[src/rtl/nfcrx_pkg.sv]
// ----------------------------------------------------------------------------
// nfcrx_pkg
// shared types and constants of the nfc uart response frame receiver
// ----------------------------------------------------------------------------
package nfcrx_pkg;

    // item operation codes
    typedef enum logic [1:0] {
        OP_BYTE  = 2'd0,
        OP_TICK  = 2'd1,
        OP_START = 2'd2,
        OP_NONE  = 2'd3
    } op_t;

    // status codes of the final beat
    typedef enum logic [2:0] {
        ST_OK       = 3'd0,
        ST_NACK     = 3'd1,
        ST_TIMEOUT  = 3'd2,
        ST_BADFRAME = 3'd3,
        ST_BADSUM   = 3'd4,
        ST_OVERFLOW = 3'd5
    } status_t;

    // configuration register indexes
    typedef enum logic [2:0] {
        CFG_RECEIVE_MODE     = 3'd0,
        CFG_EXPECTED_COMMAND = 3'd1,
        CFG_DEVICE_FRAME_ID  = 3'd2,
        CFG_PAYLOAD_CAPACITY = 3'd3,
        CFG_TIMEOUT_TICKS    = 3'd4
    } cfg_index_t;

    // frame parser phases
    typedef enum logic [14:0] {
        PH_IDLE  = 15'h0001,
        PH_SYNC  = 15'h0002,
        PH_ACK1  = 15'h0004,
        PH_ACK2  = 15'h0008,
        PH_ACK3  = 15'h0010,
        PH_LEN   = 15'h0020,
        PH_ERR1  = 15'h0040,
        PH_SKIP0 = 15'h0080,
        PH_LCS   = 15'h0100,
        PH_TFI   = 15'h0200,
        PH_CMD   = 15'h0400,
        PH_DRAIN = 15'h0800,
        PH_PARAM = 15'h1000,
        PH_DCS   = 15'h2000,
        PH_POST  = 15'h4000
    } phase_t;

    localparam logic [7:0]  SYNC_FILL        = 8'hAA;
    localparam logic [7:0]  BYTE_ZERO        = 8'h00;
    localparam logic [7:0]  BYTE_FF          = 8'hFF;
    localparam logic [7:0]  LEN_ONE          = 8'h01;
    localparam logic [7:0]  ERR_FRAME_BYTES  = 8'd4;
    localparam logic [7:0]  ZERO_LEN_SKIP    = 8'd2;
    localparam logic [7:0]  HEADER_BYTES     = 8'd2;
    localparam logic [15:0] DRAIN_SLOT_TICKS = 16'd50;
    localparam logic [15:0] TICKS_MAX        = 16'hFFFF;

    typedef struct packed {
        logic        receive_mode;
        logic [7:0]  expected_command;
        logic [7:0]  device_frame_id;
        logic [7:0]  payload_capacity;
        logic [15:0] timeout_ticks;
    } cfg_t;

    typedef struct packed {
        logic [7:0] data_byte;
        status_t    status;
        logic       last;
    } result_t;

endpackage

[src/rtl/nfc_uart_response_frame_receiver.sv]
// ----------------------------------------------------------------------------
// nfc_uart_response_frame_receiver
// parses uart response and acknowledge frames, streams parameter bytes out
// ----------------------------------------------------------------------------
//
//  channel  | handshake                | payload
//  ---------+--------------------------+---------------------------------
//  item     | item_valid / item_stall  | op, rx_byte
//  result   | result_valid / result_stall | data_byte, status, last
//  config   | cfg_valid / cfg_ready    | cfg_index, cfg_data
//
//  one item per cycle unless a beat meets a stalled result; an item goes from
//  the input register through the parser logic into the result register;
//  the parser state updates in the same edge that moves an item from the
//  input register onward, so back-to-back bytes and ticks never wait on it
//  rst_n clears the parser to idle and loads register defaults
//  a stalled result only holds items that produce a beat; bytes and ticks
//  that give no beat keep flowing past a full result register
//
module nfc_uart_response_frame_receiver
    import nfcrx_pkg::*;
(
    input  logic        clk,
    input  logic        rst_n,
    // item channel
    input  logic        item_valid,
    output logic        item_stall,
    input  logic [1:0]  op,
    input  logic [7:0]  rx_byte,
    // result channel
    output logic        result_valid,
    input  logic        result_stall,
    output logic [7:0]  data_byte,
    output logic [2:0]  status,
    output logic        last,
    // config channel
    input  logic        cfg_valid,
    output logic        cfg_ready,
    input  logic [2:0]  cfg_index,
    input  logic [15:0] cfg_data
);

    cfg_t       cfg;

    // input register
    logic       in_valid_reg;
    logic [1:0] op_reg;
    logic [7:0] byte_reg;

    // result register
    logic       out_valid_reg;
    result_t    out_reg;

    logic       res_valid;
    result_t    res;
    logic       out_free;
    logic       advance;

    nfcrx_cfg u_cfg (
        .clk       (clk),
        .rst_n     (rst_n),
        .cfg_valid (cfg_valid),
        .cfg_ready (cfg_ready),
        .cfg_index (cfg_index),
        .cfg_data  (cfg_data),
        .cfg       (cfg)
    );

    nfcrx_core u_core (
        .clk          (clk),
        .rst_n        (rst_n),
        .cfg          (cfg),
        .item_present (in_valid_reg),
        .step         (advance),
        .op           (op_reg),
        .rx_byte      (byte_reg),
        .res_valid    (res_valid),
        .res          (res)
    );

    // result slot free when empty or being taken this cycle
    assign out_free   = !out_valid_reg || !result_stall;
    // held item moves on unless it makes a beat and the slot is busy
    assign advance    = in_valid_reg && (!res_valid || out_free);
    assign item_stall = in_valid_reg && !advance;

    always_ff @(posedge clk or negedge rst_n)
    begin
        if (!rst_n)
            in_valid_reg <= 1'b0;
        else if (!item_stall)
            in_valid_reg <= item_valid;
    end

    always_ff @(posedge clk)
    begin
        if (item_valid && !item_stall)
        begin
            op_reg   <= op;
            byte_reg <= rx_byte;
        end
    end

    always_ff @(posedge clk or negedge rst_n)
    begin
        if (!rst_n)
            out_valid_reg <= 1'b0;
        else if (out_free)
            out_valid_reg <= advance && res_valid;
    end

    always_ff @(posedge clk)
    begin
        if (out_free && advance && res_valid)
            out_reg <= res;
    end

    assign result_valid = out_valid_reg;
    assign data_byte    = out_reg.data_byte;
    assign status       = out_reg.status;
    assign last         = out_reg.last;

endmodule

[src/rtl/nfcrx_cfg.sv]
// ----------------------------------------------------------------------------
// nfcrx_cfg
// configuration register file, written through the config beat channel
// ----------------------------------------------------------------------------
module nfcrx_cfg
    import nfcrx_pkg::*;
(
    input  logic        clk,
    input  logic        rst_n,
    input  logic        cfg_valid,
    output logic        cfg_ready,
    input  logic [2:0]  cfg_index,
    input  logic [15:0] cfg_data,
    output cfg_t        cfg
);

    cfg_t cfg_reg;

    assign cfg_ready = 1'b1;
    assign cfg       = cfg_reg;

    always_ff @(posedge clk or negedge rst_n)
    begin
        if (!rst_n)
        begin
            cfg_reg.receive_mode     <= 1'b0;
            cfg_reg.expected_command <= 8'd0;
            cfg_reg.device_frame_id  <= 8'd213;
            cfg_reg.payload_capacity <= 8'd253;
            cfg_reg.timeout_ticks    <= 16'd100;
        end
        else if (cfg_valid)
        begin
            case (cfg_index)
                CFG_RECEIVE_MODE:     cfg_reg.receive_mode     <= cfg_data[0];
                CFG_EXPECTED_COMMAND: cfg_reg.expected_command <= cfg_data[7:0];
                CFG_DEVICE_FRAME_ID:  cfg_reg.device_frame_id  <= cfg_data[7:0];
                CFG_PAYLOAD_CAPACITY: cfg_reg.payload_capacity <= cfg_data[7:0];
                CFG_TIMEOUT_TICKS:    cfg_reg.timeout_ticks    <= cfg_data;
                default:              ;
            endcase
        end
    end

endmodule

[src/rtl/nfcrx_core.sv]
// ----------------------------------------------------------------------------
// nfcrx_core
// frame parser state and single-pass next-state and result logic
// ----------------------------------------------------------------------------
module nfcrx_core
    import nfcrx_pkg::*;
(
    input  logic       clk,
    input  logic       rst_n,
    input  cfg_t       cfg,
    input  logic       item_present,
    input  logic       step,
    input  logic [1:0] op,
    input  logic [7:0] rx_byte,
    output logic       res_valid,
    output result_t    res
);

    phase_t      phase_reg,    phase_next;
    logic [7:0]  prev_reg,     prev_next;
    logic [7:0]  prev2_reg,    prev2_next;
    logic [7:0]  flen_reg,     flen_next;
    logic [7:0]  left_reg,     left_next;
    logic [7:0]  sum_reg,      sum_next;
    logic [15:0] ack_reg,      ack_next;
    logic [15:0] silent_reg,   silent_next;
    logic [15:0] search_reg,   search_next;

    logic [15:0] silent_inc;
    logic [15:0] search_inc;
    logic [7:0]  left_dec;
    logic [7:0]  sum_add;
    logic [7:0]  cmd_expect;
    logic [7:0]  len_minus_hdr;
    logic [7:0]  len_check;

    assign silent_inc    = (silent_reg == TICKS_MAX) ? silent_reg : silent_reg + 16'd1;
    assign search_inc    = (search_reg == TICKS_MAX) ? search_reg : search_reg + 16'd1;
    assign left_dec      = left_reg - 8'd1;
    assign sum_add       = sum_reg + rx_byte;
    assign cmd_expect    = cfg.expected_command + 8'd1;
    assign len_minus_hdr = flen_reg - HEADER_BYTES;
    assign len_check     = flen_reg + rx_byte;

    always_comb
    begin
        phase_next  = phase_reg;
        prev_next   = prev_reg;
        prev2_next  = prev2_reg;
        flen_next   = flen_reg;
        left_next   = left_reg;
        sum_next    = sum_reg;
        ack_next    = ack_reg;
        silent_next = silent_reg;
        search_next = search_reg;
        res_valid   = 1'b0;
        res         = '{data_byte: 8'd0, status: ST_OK, last: 1'b0};

        if (item_present)
        begin
            case (op)
                OP_START:
                begin
                    flen_next   = 8'd0;
                    left_next   = 8'd0;
                    sum_next    = 8'd0;
                    ack_next    = 16'd0;
                    phase_next  = PH_SYNC;
                    prev_next   = SYNC_FILL;
                    prev2_next  = SYNC_FILL;
                    search_next = 16'd0;
                    silent_next = 16'd0;
                end
                OP_TICK:
                begin
                    if (phase_reg != PH_IDLE)
                    begin
                        silent_next = silent_inc;
                        if (phase_reg == PH_DRAIN)
                        begin
                            if (silent_inc > DRAIN_SLOT_TICKS)
                            begin
                                silent_next = 16'd0;
                                left_next   = left_dec;
                                if (left_dec == 8'd0)
                                begin
                                    res_valid  = 1'b1;
                                    res.status = ST_BADFRAME;
                                    res.last   = 1'b1;
                                    phase_next = PH_IDLE;
                                end
                            end
                        end
                        else
                        begin
                            if (phase_reg == PH_SYNC)
                                search_next = search_inc;
                            if (silent_inc > cfg.timeout_ticks)
                            begin
                                res_valid  = 1'b1;
                                res.status = ST_TIMEOUT;
                                res.last   = 1'b1;
                                phase_next = PH_IDLE;
                            end
                        end
                    end
                end
                OP_BYTE:
                begin
                    if (phase_reg != PH_IDLE)
                        silent_next = 16'd0;
                    case (phase_reg)
                        PH_IDLE: ;
                        PH_SYNC:
                        begin
                            if (prev2_reg == BYTE_ZERO && prev_reg == BYTE_ZERO
                                && rx_byte == BYTE_FF)
                                phase_next = cfg.receive_mode ? PH_ACK1 : PH_LEN;
                            else
                            begin
                                prev2_next = prev_reg;
                                prev_next  = rx_byte;
                                if (search_reg > cfg.timeout_ticks)
                                begin
                                    res_valid  = 1'b1;
                                    res.status = ST_TIMEOUT;
                                    res.last   = 1'b1;
                                    phase_next = PH_IDLE;
                                end
                            end
                        end
                        PH_ACK1:
                        begin
                            ack_next   = {rx_byte, 8'd0};
                            phase_next = PH_ACK2;
                        end
                        PH_ACK2:
                        begin
                            ack_next   = {ack_reg[15:8], rx_byte};
                            phase_next = PH_ACK3;
                        end
                        PH_ACK3:
                        begin
                            res_valid  = 1'b1;
                            res.last   = 1'b1;
                            phase_next = PH_IDLE;
                            if (ack_reg[15:8] == BYTE_ZERO && ack_reg[7:0] == BYTE_FF
                                && rx_byte == BYTE_ZERO)
                                res.status = ST_OK;
                            else if (ack_reg[15:8] == BYTE_FF && ack_reg[7:0] == BYTE_ZERO
                                && rx_byte == BYTE_ZERO)
                                res.status = ST_NACK;
                            else
                                res.status = ST_BADFRAME;
                        end
                        PH_LEN:
                        begin
                            flen_next = rx_byte;
                            if (rx_byte == LEN_ONE)
                            begin
                                left_next  = ERR_FRAME_BYTES;
                                phase_next = PH_ERR1;
                            end
                            else if (rx_byte == BYTE_ZERO)
                            begin
                                left_next  = ZERO_LEN_SKIP;
                                phase_next = PH_SKIP0;
                            end
                            else
                                phase_next = PH_LCS;
                        end
                        PH_ERR1, PH_DRAIN:
                        begin
                            left_next = left_dec;
                            if (left_dec == 8'd0)
                            begin
                                res_valid  = 1'b1;
                                res.status = ST_BADFRAME;
                                res.last   = 1'b1;
                                phase_next = PH_IDLE;
                            end
                        end
                        PH_SKIP0:
                        begin
                            left_next = left_dec;
                            if (left_dec == 8'd0)
                            begin
                                phase_next  = PH_SYNC;
                                prev_next   = SYNC_FILL;
                                prev2_next  = SYNC_FILL;
                                search_next = 16'd0;
                            end
                        end
                        PH_LCS:
                        begin
                            if (len_check != 8'd0)
                            begin
                                res_valid  = 1'b1;
                                res.status = ST_BADSUM;
                                res.last   = 1'b1;
                                phase_next = PH_IDLE;
                            end
                            else if (flen_reg < HEADER_BYTES)
                            begin
                                res_valid  = 1'b1;
                                res.status = ST_BADFRAME;
                                res.last   = 1'b1;
                                phase_next = PH_IDLE;
                            end
                            else
                                phase_next = PH_TFI;
                        end
                        PH_TFI:
                        begin
                            if (rx_byte != cfg.device_frame_id)
                            begin
                                res_valid  = 1'b1;
                                res.status = ST_BADFRAME;
                                res.last   = 1'b1;
                                phase_next = PH_IDLE;
                            end
                            else
                            begin
                                sum_next   = rx_byte;
                                phase_next = PH_CMD;
                            end
                        end
                        PH_CMD:
                        begin
                            if (rx_byte != cmd_expect)
                            begin
                                left_next  = flen_reg;
                                phase_next = PH_DRAIN;
                            end
                            else if (len_minus_hdr > cfg.payload_capacity)
                            begin
                                res_valid  = 1'b1;
                                res.status = ST_OVERFLOW;
                                res.last   = 1'b1;
                                phase_next = PH_IDLE;
                            end
                            else
                            begin
                                sum_next   = sum_add;
                                left_next  = len_minus_hdr;
                                phase_next = (len_minus_hdr == 8'd0) ? PH_DCS : PH_PARAM;
                            end
                        end
                        PH_PARAM:
                        begin
                            sum_next      = sum_add;
                            left_next     = left_dec;
                            if (left_dec == 8'd0)
                                phase_next = PH_DCS;
                            res_valid     = 1'b1;
                            res.data_byte = rx_byte;
                        end
                        PH_DCS:
                        begin
                            sum_next   = sum_add;
                            phase_next = PH_POST;
                        end
                        PH_POST:
                        begin
                            res_valid  = 1'b1;
                            res.status = (sum_reg == 8'd0) ? ST_OK : ST_BADSUM;
                            res.last   = 1'b1;
                            phase_next = PH_IDLE;
                        end
                        default:
                            phase_next = PH_IDLE;
                    endcase
                end
                default: ;
            endcase
        end
    end

    always_ff @(posedge clk or negedge rst_n)
    begin
        if (!rst_n)
        begin
            phase_reg  <= PH_IDLE;
            prev_reg   <= SYNC_FILL;
            prev2_reg  <= SYNC_FILL;
            flen_reg   <= 8'd0;
            left_reg   <= 8'd0;
            sum_reg    <= 8'd0;
            ack_reg    <= 16'd0;
            silent_reg <= 16'd0;
            search_reg <= 16'd0;
        end
        else if (step)
        begin
            phase_reg  <= phase_next;
            prev_reg   <= prev_next;
            prev2_reg  <= prev2_next;
            flen_reg   <= flen_next;
            left_reg   <= left_next;
            sum_reg    <= sum_next;
            ack_reg    <= ack_next;
            silent_reg <= silent_next;
            search_reg <= search_next;
        end
    end

endmodule
[config.mk]
export PLATFORM = sky130hd
export DESIGN_NAME = nfc_uart_response_frame_receiver
export DESIGN_NICKNAME = d
export VERILOG_FILES = /design/src/rtl/nfcrx_pkg.sv /design/src/rtl/nfc_uart_response_frame_receiver.sv /design/src/rtl/nfcrx_cfg.sv /design/src/rtl/nfcrx_core.sv
export SDC_FILE = /design/constraint.sdc
export NUM_CORES = 1
export LEC_CHECK = 0
export BUFFER_PORTS_ARGS = -buffer_cell sky130_fd_sc_hd__buf_2
export CORE_ASPECT_RATIO = 1.2
export CORE_MARGIN = 2
export CORE_UTILIZATION = 55
export DETAILED_ROUTE_END_ITERATION = 10
export PLACE_DENSITY = 0.84
export RECOVER_POWER = 50
export SYNTH_ARGS = -nofsm -noshare
export SYNTH_HDL_FRONTEND = slang
export SYNTH_SLANG_ARGS = --single-unit
[constraint.sdc]
create_clock -name clk -period 6.3 [get_ports clk]
set_clock_uncertainty 0.2 [all_clocks]
set_input_delay 0.945 -clock clk [delete_from_list [all_inputs] [get_ports clk]]
set_output_delay 0.945 -clock clk [all_outputs]
set_load 0.01 [all_outputs]
==> impl_metrics.toml, run 1 <==
[yosys]
syn_area_um2 = 11100
fraction_of_registers_with_async_set_or_reset_after_synthesis = 0.869
synthesis.instances = 1187
yosys.cell_types.count = 93
netlist.top_cell.by_area = "sky130_fd_sc_hd__dfrtp_1"
yosys_register_bits = 168
mean_post_synth_cell_area_um2 = 9.36
synthesis_warnings = 0
synthDominantCellAreaShare = 0.275
synth.yosys.seq_area_share = 0.391
synth_enable_flop_cells = 22
synth_flop_cell = "sky130_fd_sc_hd__dfrtp_1"
post_synth_main_area_contributors = "sky130_fd_sc_hd__dfrtp_1 27%, sky130_fd_sc_hd__ha_1 6.4%, sky130_fd_sc_hd__edfxtp_1 5.9%"
synth_nets = 1280

[die]
core_um2 = 19700
floorplan.initialDensity = 0.564
floorplan.die.width_um = 134
die_area_um2 = 21400
design.portCount = 49
die_h_um = 160
fp-row-count = 56

[critical_path]
r2r_setup_slack_ns = 0.68
timing.critical_path.to = "item_stall"
sort_of_element_at_the_end_of_the_critical_path = "primary output"
crit_path_cell_trace = "ha_1 -> nand3_1 -> nor4_1 -> mux2i_1 -> inv_1 -> ha_1 -> nand4_1 -> or2_2 -> nor2_1 -> mux2i_1 -> nor4_1 -> nand3b_1 -> o21bai_4 -> nor2_1 -> a211oi_1 -> buf_2"
cpLargestDelayFamily = "simple AND/OR/NAND/NOR gates"
critical_path_required_ns = 5.15
timing.critical_path.slowest_cell_delay_ns = 0.53
critPathBufInv = 2
worst_r2r_path_depth = 16
critPathLaunchType = "flop"
r2r_start = "u_core.silent_reg[0]"
crit_path_arrival_time_ns = 4.58
worstSetupStartpoint = "u_core.silent_reg[0]"
critPathKind = "reg2out"
critical-path-slowest-cell = "sky130_fd_sc_hd__dfrtp_1"
r2r_end = "u_core.prev_reg[2]"
path_depth = 16
crit_fanout = 11

[route]
drt_drc_violations_left = 0
antenna_violating_nets_post_route = 0
avgViaCountPerCell = 6.40
drtPass1Iterations = 5
route.vias.total = 9427
detail_route.wirelength_um = 28600
routedWlPerCell_um = 19.4
drtIter0Drc = 769

[sta]
final-setup-viol-count = 0
fmax_mhz = 175
timing_worst_slew_pin_value_ns = 4.62
layout_setup_ws_ns = 0.574
final_max_slew_viol_count = 88
post-route-period-util = 0.909
period_minus_slack_ns = 5.73
max-slew-margin-rel = -2.08
finalHoldViolCount = 0
rsz0062_at_grt = "no"
timing.setup.tns_ns = 0

[clock_tree]
cts.hold.buffers_added = 0
cts_buffers = 17
worst_setup_hold_path_clk_slew_ns = 0.07
cts_root_buf = "sky130_fd_sc_hd__clkbuf_16"
clock_tree.buffer_depth = 2
htree_num_levels = 4
post-cts-setup-buffers = 0
cts_num_sinks = 168
tritoncts = "built"
post_cts.resized_instances = 0
clkLatencyLatePin_ns = 0.44

[power_and_ir_drop]
power_density_nw_per_um2 = 257
vdd_drop_max_mv = 0.204
power.static_leakage_nw = 5.00

[global_route]
vias_in_the_first_global_route = 9297
grt.overflow.total = 0
antenna_violations_before_repair = 0
busiest_layer = "met2"
grt.met2_usage = 0.459
groute.layer.met3.usage = 0.0502
global_route_wire_length_before_repair_um = 46300
grt_max_degree = 88
overall_fraction_of_global_route_tracks_in_use = 0.270
global_route.usage.met1 = 0.330

[cells_and_area]
largest_reg_flops = 41
final.fill_count = 1568
nNetsFinal = 1292
share_of_the_core_filled_with_cells_in_the_final_layout = 0.605
post_layout_nonfiller_instances = 1473
antenna-diode-count = 0
drive_above_1_share = 0.148
area_growth_pct = 7.25

[placed_design]
place_ws_ns = 0.875
port_bufs = 47
hpwlAfterDp_um = 20700
dpl.cell_count = 1441
place_congestion = 0.980

[job]
cap_viol_max_count = 1

[hold_path]
worstHoldPathType = "reg2reg"

[run_status]
outcome = "finished with violations"
failed_checks = "capacitance limit, slew limit"
[cell usage in the layout (no fill, tap or decap), drive strengths merged, types with 11 or more instances in the layout]
cell / synthesis / final
a31oi: 13 / 13
nor3: 33 / 33
mux2: 56 / 56
mux2i: 15 / 15
a21o: 17 / 17
xor2: 16 / 16
xnor2: 32 / 32
nand3: 41 / 41
o21ai: 83 / 83
and3: 17 / 17
nand4: 23 / 23
ha: 57 / 57
nand2: 109 / 109
nand2b: 23 / 23
buf: 26 / 41
dfrtp: 122 / 122
nor2: 87 / 87
dfstp: 24 / 24
clkbuf: 37 / 33
o31ai: 48 / 48
edfxtp: 22 / 22
a21oi: 38 / 38
or3: 16 / 16
inv: 61 / 67
nor2b: 15 / 15
and4: 11 / 11
nor4: 23 / 23
[layout make-up]
type	instances	area (µm²)	share of cell area
Clock buffer	17	425	0.0357
Clock inverter	15	139	0.0117
Inverter	61	229	0.0192
Multi-Input combinational cell	894	6160	0.517
Sequential cell	168	4340	0.365
Tap cell	261	327	0.0274
Timing Repair Buffer	57	288	0.0242
[through the flow]
| stage | power (mW) | hold slack (ns) | cell area (µm²) |
|---|---|---|---|
| global placement | 2.01 | 0.265 | 11400 |
| finish | 3.06 | 0.293 | 11900 |
| CTS | 3.05 | 0.298 | 12000 |
| global route | 3.21 | 0.305 | 11900 |
| detailed placement | 2.04 | 0.285 | 11400 |
| floorplan | 1.85 | 0.254 | 11100 |
[worst reg2reg max path, cell delays in order, from the launching register on]
cell                       delay (ns)
sky130_fd_sc_hd__dfrtp_1         0.53
sky130_fd_sc_hd__ha_1            0.38
sky130_fd_sc_hd__nand3_1         0.19
sky130_fd_sc_hd__nor4_1          0.37
sky130_fd_sc_hd__mux2i_1         0.34
sky130_fd_sc_hd__inv_1           0.07
sky130_fd_sc_hd__ha_1            0.29
sky130_fd_sc_hd__nand4_1         0.10
sky130_fd_sc_hd__or2_2           0.29
sky130_fd_sc_hd__nor2_1          0.14
sky130_fd_sc_hd__mux2i_1         0.09
sky130_fd_sc_hd__nor4_1          0.50
sky130_fd_sc_hd__nand3b_1        0.22
sky130_fd_sc_hd__o21bai_4        0.08
sky130_fd_sc_hd__o31ai_2         0.51
sky130_fd_sc_hd__and3_1          0.75
sky130_fd_sc_hd__mux2_2          0.43
[synthesized netlist by cell type, drive strengths merged (33+ instances only)]
cell type and count:
dfrtp 122, nand2 109, nor2 87, o21ai 83, inv 61, ha 57, mux2 56, o31ai 48
nand3 41, a21oi 38, clkbuf 37, nor3 33
[logic make-up after synthesis]
family          after synthesis  synth area share
flops                       168             0.391
compound gates              266             0.159
buf+inv                     125            0.0528
mux                          71            0.0703
other cells                   1          0.000338
fa+ha+maj                    59            0.0678
simple gates                449             0.220
xor+xnor                     48            0.0379
[report_power, final]
group	total (mW)	internal, mW	switching (mW)
combinational	0.698	0.297	0.401
clock	1.02	0.551	0.464
sequential	1.34	1.23	0.116
total	3.06	2.08	0.981
[how the worst min path moves through the flow]
stage,startpoint,end,slack (ns),depth (start not counted)
after floorplan,u_core.ack_reg[0],u_core.ack_reg[0],0.25,2
after global placement,u_core.prev_reg[5],u_core.prev2_reg[5],0.26,2
after detailed placement,u_core.ack_reg[0],u_core.ack_reg[0],0.28,2
after CTS,u_core.prev_reg[5],u_core.prev2_reg[5],0.30,2
after global routing,u_core.prev_reg[5],u_core.prev2_reg[5],0.31,2
final,u_core.prev_reg[5],u_core.prev2_reg[5],0.29,2
[per-layer routing]
layer,share of wire,vias to the layer above
li1,-,4356
met1,0.40,4575
met2,0.49,408
met3,0.066,88
met4,0.041,0
met5,0,-
Power figures use the tool's default switching activity.
==> run 2: changes to the inputs <==
--- a/config.mk
+++ b/config.mk
@@ -5,6 +5,7 @@
 export SDC_FILE = /design/constraint.sdc
 export NUM_CORES = 1
 export LEC_CHECK = 0
+export ABC_AREA = 1
 export BUFFER_PORTS_ARGS = -buffer_cell sky130_fd_sc_hd__buf_2
 export CORE_ASPECT_RATIO = 1.2
 export CORE_MARGIN = 2
==> run 2 against run 1 <==
  * Area after synthesis fell by 2.2%
  * The run still ends with capacitance limit, slew limit left
  * Maximum frequency grew 15%
  * Sequential power hardly changed
  * Largest cell class unchanged
  * Clock-buffer cell count stayed put
  * Sequential share of layout area about the same
  * First-iteration DRC count fell by 2.1%
==> impl_metrics.toml, run 2 <==
[yosys]
syn_area_um2 = 10900
synthDominantCellAreaShare = 0.281
fraction_of_registers_with_async_set_or_reset_after_synthesis = 0.869
yosys_register_bits = 168
synthesis_warnings = 0
mean_post_synth_cell_area_um2 = 7.26
yosys.cell_types.count = 48
netlist.top_cell.by_area = "sky130_fd_sc_hd__dfrtp_1"
synth.yosys.seq_area_share = 0.400
synth_enable_flop_cells = 22
post_synth_main_area_contributors = "sky130_fd_sc_hd__dfrtp_1 28%, sky130_fd_sc_hd__nand2_1 14%, sky130_fd_sc_hd__inv_1 6.7%"
synthesis.instances = 1496
synth_nets = 1589
yosysMostFrequentCell = "sky130_fd_sc_hd__nand2_1"
synthTopCellsByCount = "407 x sky130_fd_sc_hd__nand2_1, 194 x sky130_fd_sc_hd__inv_1, 142 x sky130_fd_sc_hd__nor2_1"
synth_flop_cell = "sky130_fd_sc_hd__dfrtp_1"

[hold_path]
worstHoldPathType = "reg2reg"
worst_hold_start = "u_core.prev2_reg[7]"

[clock_tree]
clkLatencyLatePin_ns = 0.44
cts.hold.buffers_added = 0
htree_num_levels = 4
worst_setup_hold_path_clk_slew_ns = 0.07
tritoncts = "built"
post-cts-setup-buffers = 0
clock_tree.buffer_depth = 2
cts_num_sinks = 168
cts_root_buf = "sky130_fd_sc_hd__clkbuf_16"
post_cts.resized_instances = 0
cts_buffers = 17

[critical_path]
critPathKind = "reg2out"
critPathLaunchType = "flop"
crit_fanout = 6
worstSetupStartpoint = "u_core.silent_reg[0]"
crit_path_arrival_time_ns = 3.84
r2r_start = "u_core.silent_reg[0]"
critical_path_required_ns = 5.15
sort_of_element_at_the_end_of_the_critical_path = "primary output"

[route]
detail_route.wirelength_um = 29100
routedWlPerCell_um = 16.1
antenna_violating_nets_post_route = 0
route.vias.total = 10100
drt_drc_violations_left = 0
drtIter0Drc = 753
avgViaCountPerCell = 5.58
drtPass1Iterations = 5

[sta]
timing.setup.tns_ns = 0
max-slew-margin-rel = -1.87
final-setup-viol-count = 0
finalHoldViolCount = 0
post-route-period-util = 0.791
final_max_slew_viol_count = 96
fmax_mhz = 201
period_minus_slack_ns = 4.98
timing_worst_slew_pin_value_ns = 4.31
rsz0062_at_grt = "no"

[power_and_ir_drop]
power.static_leakage_nw = 5.72
vdd_drop_max_mv = 0.190
power_density_nw_per_um2 = 269

[die]
floorplan.initialDensity = 0.558
core_um2 = 19500
floorplan.die.width_um = 132
design.portCount = 49
die_h_um = 158
die_area_um2 = 20900
fp-row-count = 56

[run_status]
failed_checks = "capacitance limit, slew limit"
outcome = "finished with violations"

[cells_and_area]
regArea_um2 = 4340
nNetsFinal = 1627
drive_above_1_share = 0.0750
largest_reg_flops = 41
multiInputGateArea_um2 = 5620
layout.cells.most_common = "sky130_fd_sc_hd__nand2_1"
most-common-layout-cells = "407 x sky130_fd_sc_hd__nand2_1, 194 x sky130_fd_sc_hd__inv_1, 142 x sky130_fd_sc_hd__nor2_1"
area_growth_pct = 9.62
post_layout_nonfiller_instances = 1808
final.fill_count = 1800
antenna-diode-count = 0

[placed_design]
dpl.cell_count = 1776
port_bufs = 47
hpwlAfterDp_um = 21800
place_congestion = 0.953

[global_route]
grt_max_degree = 96
busiest_layer = "met2"
vias_in_the_first_global_route = 9783
global_route.usage.met1 = 0.357
antenna_violations_before_repair = 0
global_route_wire_length_before_repair_um = 48700
groute.layer.met3.usage = 0.0397
grt.met2_usage = 0.511
grt.overflow.total = 0
overall_fraction_of_global_route_tracks_in_use = 0.292

[job]
cap_viol_max_count = 1
[run 2: cells by family (layout without fill, tap and decap cells)]
logic type | Yosys count | in the layout | share of synthesized area
compound gates | 250 | 250 | 0.127
xor+xnor | 37 | 37 | 0.0298
fa+ha+maj | 59 | 59 | 0.0693
buf+inv | 235 | 286 | 0.0833
flops | 168 | 168 | 0.400
other cells | 1 | 1 | 0.000345
simple gates | 746 | 746 | 0.290
[run 2: metal layers]
layer | part of all wire | vias up
met2 | 0.49 | 321
met3 | 0.048 | 93
met1 | 0.42 | 4661
met5 | 0 | -
met4 | 0.043 | 0
li1 | - | 5008
[run 2: cell type report]
cell class	instances	share of cell area
multi-input combinational	1093	0.472
sequential	168	0.365
inverter	201	0.0634
clock buffer	17	0.0357
tap	261	0.0274
timing repair buffer	53	0.0224
clock inverter	15	0.0143
[run 2: final timing paths]
kind                                              end  slack, ns  cells after the start
worst max-delay path                       item_stall       1.32                     20
worst min-delay path              u_core.prev2_reg[7]       0.28                      2
worst max register to register   u_core.silent_reg[5]       1.36                     22
worst min register to register    u_core.prev2_reg[7]       0.28                      2
max in group asynchronous         u_core.phase_reg[9]       1.39                      2
min in group asynchronous       u_core.silent_reg[10]       2.06                      1
[run 2: power breakdown]
part	internal, mW	switching (mW)	leakage (nW)
logic	0.272	0.512	3.37
registers	1.24	0.118	2.06
clock network	0.537	0.522	0.294
total	2.05	1.15	5.72
[run 2: worst max-delay path: stages, from the launching register on]
cell and delay (ns):
sky130_fd_sc_hd__dfrtp_1 0.46, sky130_fd_sc_hd__ha_1 0.29, sky130_fd_sc_hd__nand3_1 0.15, sky130_fd_sc_hd__nor2_1 0.24, sky130_fd_sc_hd__nand3_1 0.13, sky130_fd_sc_hd__xor2_1 0.15, sky130_fd_sc_hd__inv_1 0.05, sky130_fd_sc_hd__nor2_1 0.16
sky130_fd_sc_hd__inv_1 0.09, sky130_fd_sc_hd__ha_1 0.30, sky130_fd_sc_hd__nand4_1 0.09, sky130_fd_sc_hd__inv_1 0.08, sky130_fd_sc_hd__nand4_1 0.09, sky130_fd_sc_hd__nor2_1 0.18, sky130_fd_sc_hd__nand2_1 0.09, sky130_fd_sc_hd__nand3_1 0.13
sky130_fd_sc_hd__nand3_1 0.16, sky130_fd_sc_hd__nand3_2 0.13, sky130_fd_sc_hd__nand2_1 0.16, sky130_fd_sc_hd__nor2_1 0.12, sky130_fd_sc_hd__buf_2 0.14
[run 2: stage by stage]
stage | worst slack, ns | util | area [µm²] | hold slack (ns) | power (mW)
floorplan | 2.53 | - | 10900 | 0.253 | 1.92
global placement | 1.71 | 0.581 | 11300 | 0.263 | 2.12
detailed placement | 1.57 | 0.581 | 11300 | 0.269 | 2.14
CTS | 1.39 | 0.612 | 11900 | 0.280 | 3.20
global route | 0.566 | 0.611 | 11900 | 0.291 | 3.38
finish | 1.32 | 0.611 | 11900 | 0.278 | 3.20
==> run 3: changes to the inputs <==
--- a/config.mk
+++ b/config.mk
@@ -5,7 +5,7 @@
 export SDC_FILE = /design/constraint.sdc
 export NUM_CORES = 1
 export LEC_CHECK = 0
-export ABC_AREA = 1
+export ABC_AREA = 0
 export BUFFER_PORTS_ARGS = -buffer_cell sky130_fd_sc_hd__buf_2
 export CORE_ASPECT_RATIO = 1.2
 export CORE_MARGIN = 2
==> constraint.sdc (replaced) <==
create_clock -name clk -period 4.6 [get_ports clk]
set_clock_uncertainty 0.2 [all_clocks]
set_input_delay 0.69 -clock clk [delete_from_list [all_inputs] [get_ports clk]]
set_output_delay 0.69 -clock clk [all_outputs]
set_load 0.01 [all_outputs]
==> run 3 against run 2 <==
  * Global-route usage is essentially flat
  * Clock power grew 42%
  * Core utilization grew 5.1 points
  * Cell count shrank 14%
  * Flip-flop and latch count is the same
  * Critical path type unchanged
  * Register-to-register slack lost 1.3 ns
  * The run ends with capacitance limit, slew limit, setup timing left
==> impl_metrics.toml, run 3 (same netlist as run 1, synthesis figures left out) <==
[critical_path]
critical_path_required_ns = 3.71
critPathKind = "reg2out"
crit_path_arrival_time_ns = 3.76
sort_of_element_at_the_end_of_the_critical_path = "primary output"
critPathLaunchType = "flop"
crit_fanout = 7

[sta]
timing.setup.tns_ns = -0.0461
final_max_slew_viol_count = 102
period_minus_slack_ns = 4.65
layout_setup_ws_ns = -0.0461
final-setup-viol-count = 1
rsz0062_at_grt = "yes"
fmax_mhz = 215
max-slew-margin-rel = -0.716
worst_hold_slack_ns = 0.220
post-route-period-util = 1.01
timing_worst_slew_pin_value_ns = 2.57
finalHoldViolCount = 0

[cells_and_area]
final_design_area_no_fill_um2 = 13000
post_layout_nonfiller_instances = 1563
layout.cells.most_common = "sky130_fd_sc_hd__dfrtp_1"
drive_above_1_share = 0.254
area_growth_pct = 17.4
nNetsFinal = 1381
largest_reg_flops = 41
most-common-layout-cells = "117 x sky130_fd_sc_hd__dfrtp_1, 106 x sky130_fd_sc_hd__nand2_1, 92 x sky130_fd_sc_hd__buf_4"

[clock_tree]
cts_num_sinks = 168
cts_root_buf = "sky130_fd_sc_hd__clkbuf_16"
worst_setup_hold_path_clk_slew_ns = 0.07
cts.hold.buffers_added = 0
htree_num_levels = 4
tritoncts = "built"
clkLatencyLatePin_ns = 0.45
clock_tree.buffer_depth = 2
cts_buffers = 17

[placed_design]
port_bufs = 47
hpwlAfterDp_um = 21700
place_congestion = 0.990
dpl.cell_count = 1497
standard_cell_area_after_detailed_placement_um2 = 11800

[hold_path]
worstHoldPathType = "in2reg"

[die]
floorplan.initialDensity = 0.564
fp-row-count = 56
die_area_um2 = 21400
design.portCount = 49
floorplan.die.width_um = 134
core_um2 = 19700
die_h_um = 160

[global_route]
grt.overflow.total = 0
global_route_wire_length_before_repair_um = 50300
overall_fraction_of_global_route_tracks_in_use = 0.293
vias_in_the_first_global_route = 9994
grt_max_degree = 102
antenna_violations_before_repair = 0

[route]
drtIter0Drc = 1078
routedWlPerCell_um = 20.4
avgViaCountPerCell = 6.49
drt_drc_violations_left = 0
route.vias.total = 10100
detail_route.wirelength_um = 31900
drtPass1Iterations = 8
antenna_violating_nets_post_route = 0

[power_and_ir_drop]
vdd_drop_max_mv = 0.275
power_density_nw_per_um2 = 338
power.static_leakage_nw = 5.61

[run_status]
failed_checks = "capacitance limit, slew limit, setup timing"
outcome = "finished with violations"

[job]
cap_viol_max_count = 1
==> run 3: cell count changes in the layout (fill, tap and decap cells not counted), sizes merged, moves of 17 or more <==
cell    delta
nand3     -55
a21oi     -18
mux2      +56
o21ai     -67
o31ai     +46
buf      +104
inv      -141
nand2b    +23
and3      +17
xnor2     +23
nor2      -60
nand2    -300
nand4     -19
==> run 3: power breakdown <==
part	leakage, nW	total [mW]	switching (mW)	internal [mW]
clock network	0.298	1.51	0.682	0.825
registers	2.06	1.82	0.142	1.68
logic	3.25	1.08	0.618	0.461
total	5.61	4.41	1.44	2.97
==> run 3: layer usage <==
layer,GRT usage,part of all wire,routed length (µm),up-vias
li1,-,-,-,4543
met1,0.352,0.38,12100,4919
met2,0.484,0.49,15600,535
met3,0.0695,0.080,2550,147
met4,0.159,0.054,1740,0
met5,0,0,0,-
==> run 3: layout make-up <==
type / instances / area (µm²)
antenna: 1 / 2.50
clock buffer: 17 / 425
clock inverter: 15 / 184
fill: 1439 / 6650
inverter: 61 / 229
multi-input combinational: 894 / 6480
sequential: 168 / 4350
tap: 261 / 327
timing repair buffer: 146 / 1030
==> run 3: final timing paths <==
kind / from / end / slack, ns / depth (start not counted)
worst max-delay path: u_core.silent_reg[8] / item_stall / -0.05 / 16
worst min-delay path: op[0] / op_reg[0] / 0.22 / 1
worst max register to register: u_core.silent_reg[8] / u_core.search_reg[3] / 0.07 / 18
worst min register to register: u_core.prev_reg[5] / u_core.prev2_reg[5] / 0.29 / 2
max in group asynchronous: rst_n / u_core.flen_reg[5] / 1.46 / 2
min in group asynchronous: rst_n / u_cfg.cfg[13] / 0.85 / 1
==> run 3: worst max-delay path, stage by stage, from the launching register on <==
cell	delay (ns)
sky130_fd_sc_hd__dfrtp_1	0.37
sky130_fd_sc_hd__buf_4	0.17
sky130_fd_sc_hd__nand4_4	0.17
sky130_fd_sc_hd__nor4_4	0.34
sky130_fd_sc_hd__mux2i_1	0.30
sky130_fd_sc_hd__inv_1	0.08
sky130_fd_sc_hd__ha_1	0.30
sky130_fd_sc_hd__nand4_1	0.11
sky130_fd_sc_hd__or2_4	0.27
sky130_fd_sc_hd__nor2_4	0.09
sky130_fd_sc_hd__mux2i_1	0.09
sky130_fd_sc_hd__nor4_2	0.35
sky130_fd_sc_hd__nand3b_1	0.20
sky130_fd_sc_hd__o21bai_4	0.10
sky130_fd_sc_hd__nor2_4	0.12
sky130_fd_sc_hd__a211oi_2	0.09
sky130_fd_sc_hd__buf_2	0.16
==> run 3: per-stage QoR <==
step / power (mW) / util / setup slack (ns)
2_1_floorplan: 2.53 / - / 0.0659
3_3_place_gp: 2.79 / 0.601 / 0.0180
3_5_place_dp: 2.84 / 0.601 / -0.102
4_1_cts: 4.34 / 0.649 / 0.000862
5_1_grt: 4.59 / 0.662 / -0.198
6_report: 4.41 / 0.662 / -0.0461
==> run 3: timing repair <==
action / in CTS / in global routing
resized for setup: 34 / 50
endpoints found under the setup margin: 41 / 77
cloned: 0 / 1
pin swaps: 14 / 12
buffers inserted: 24 / 8
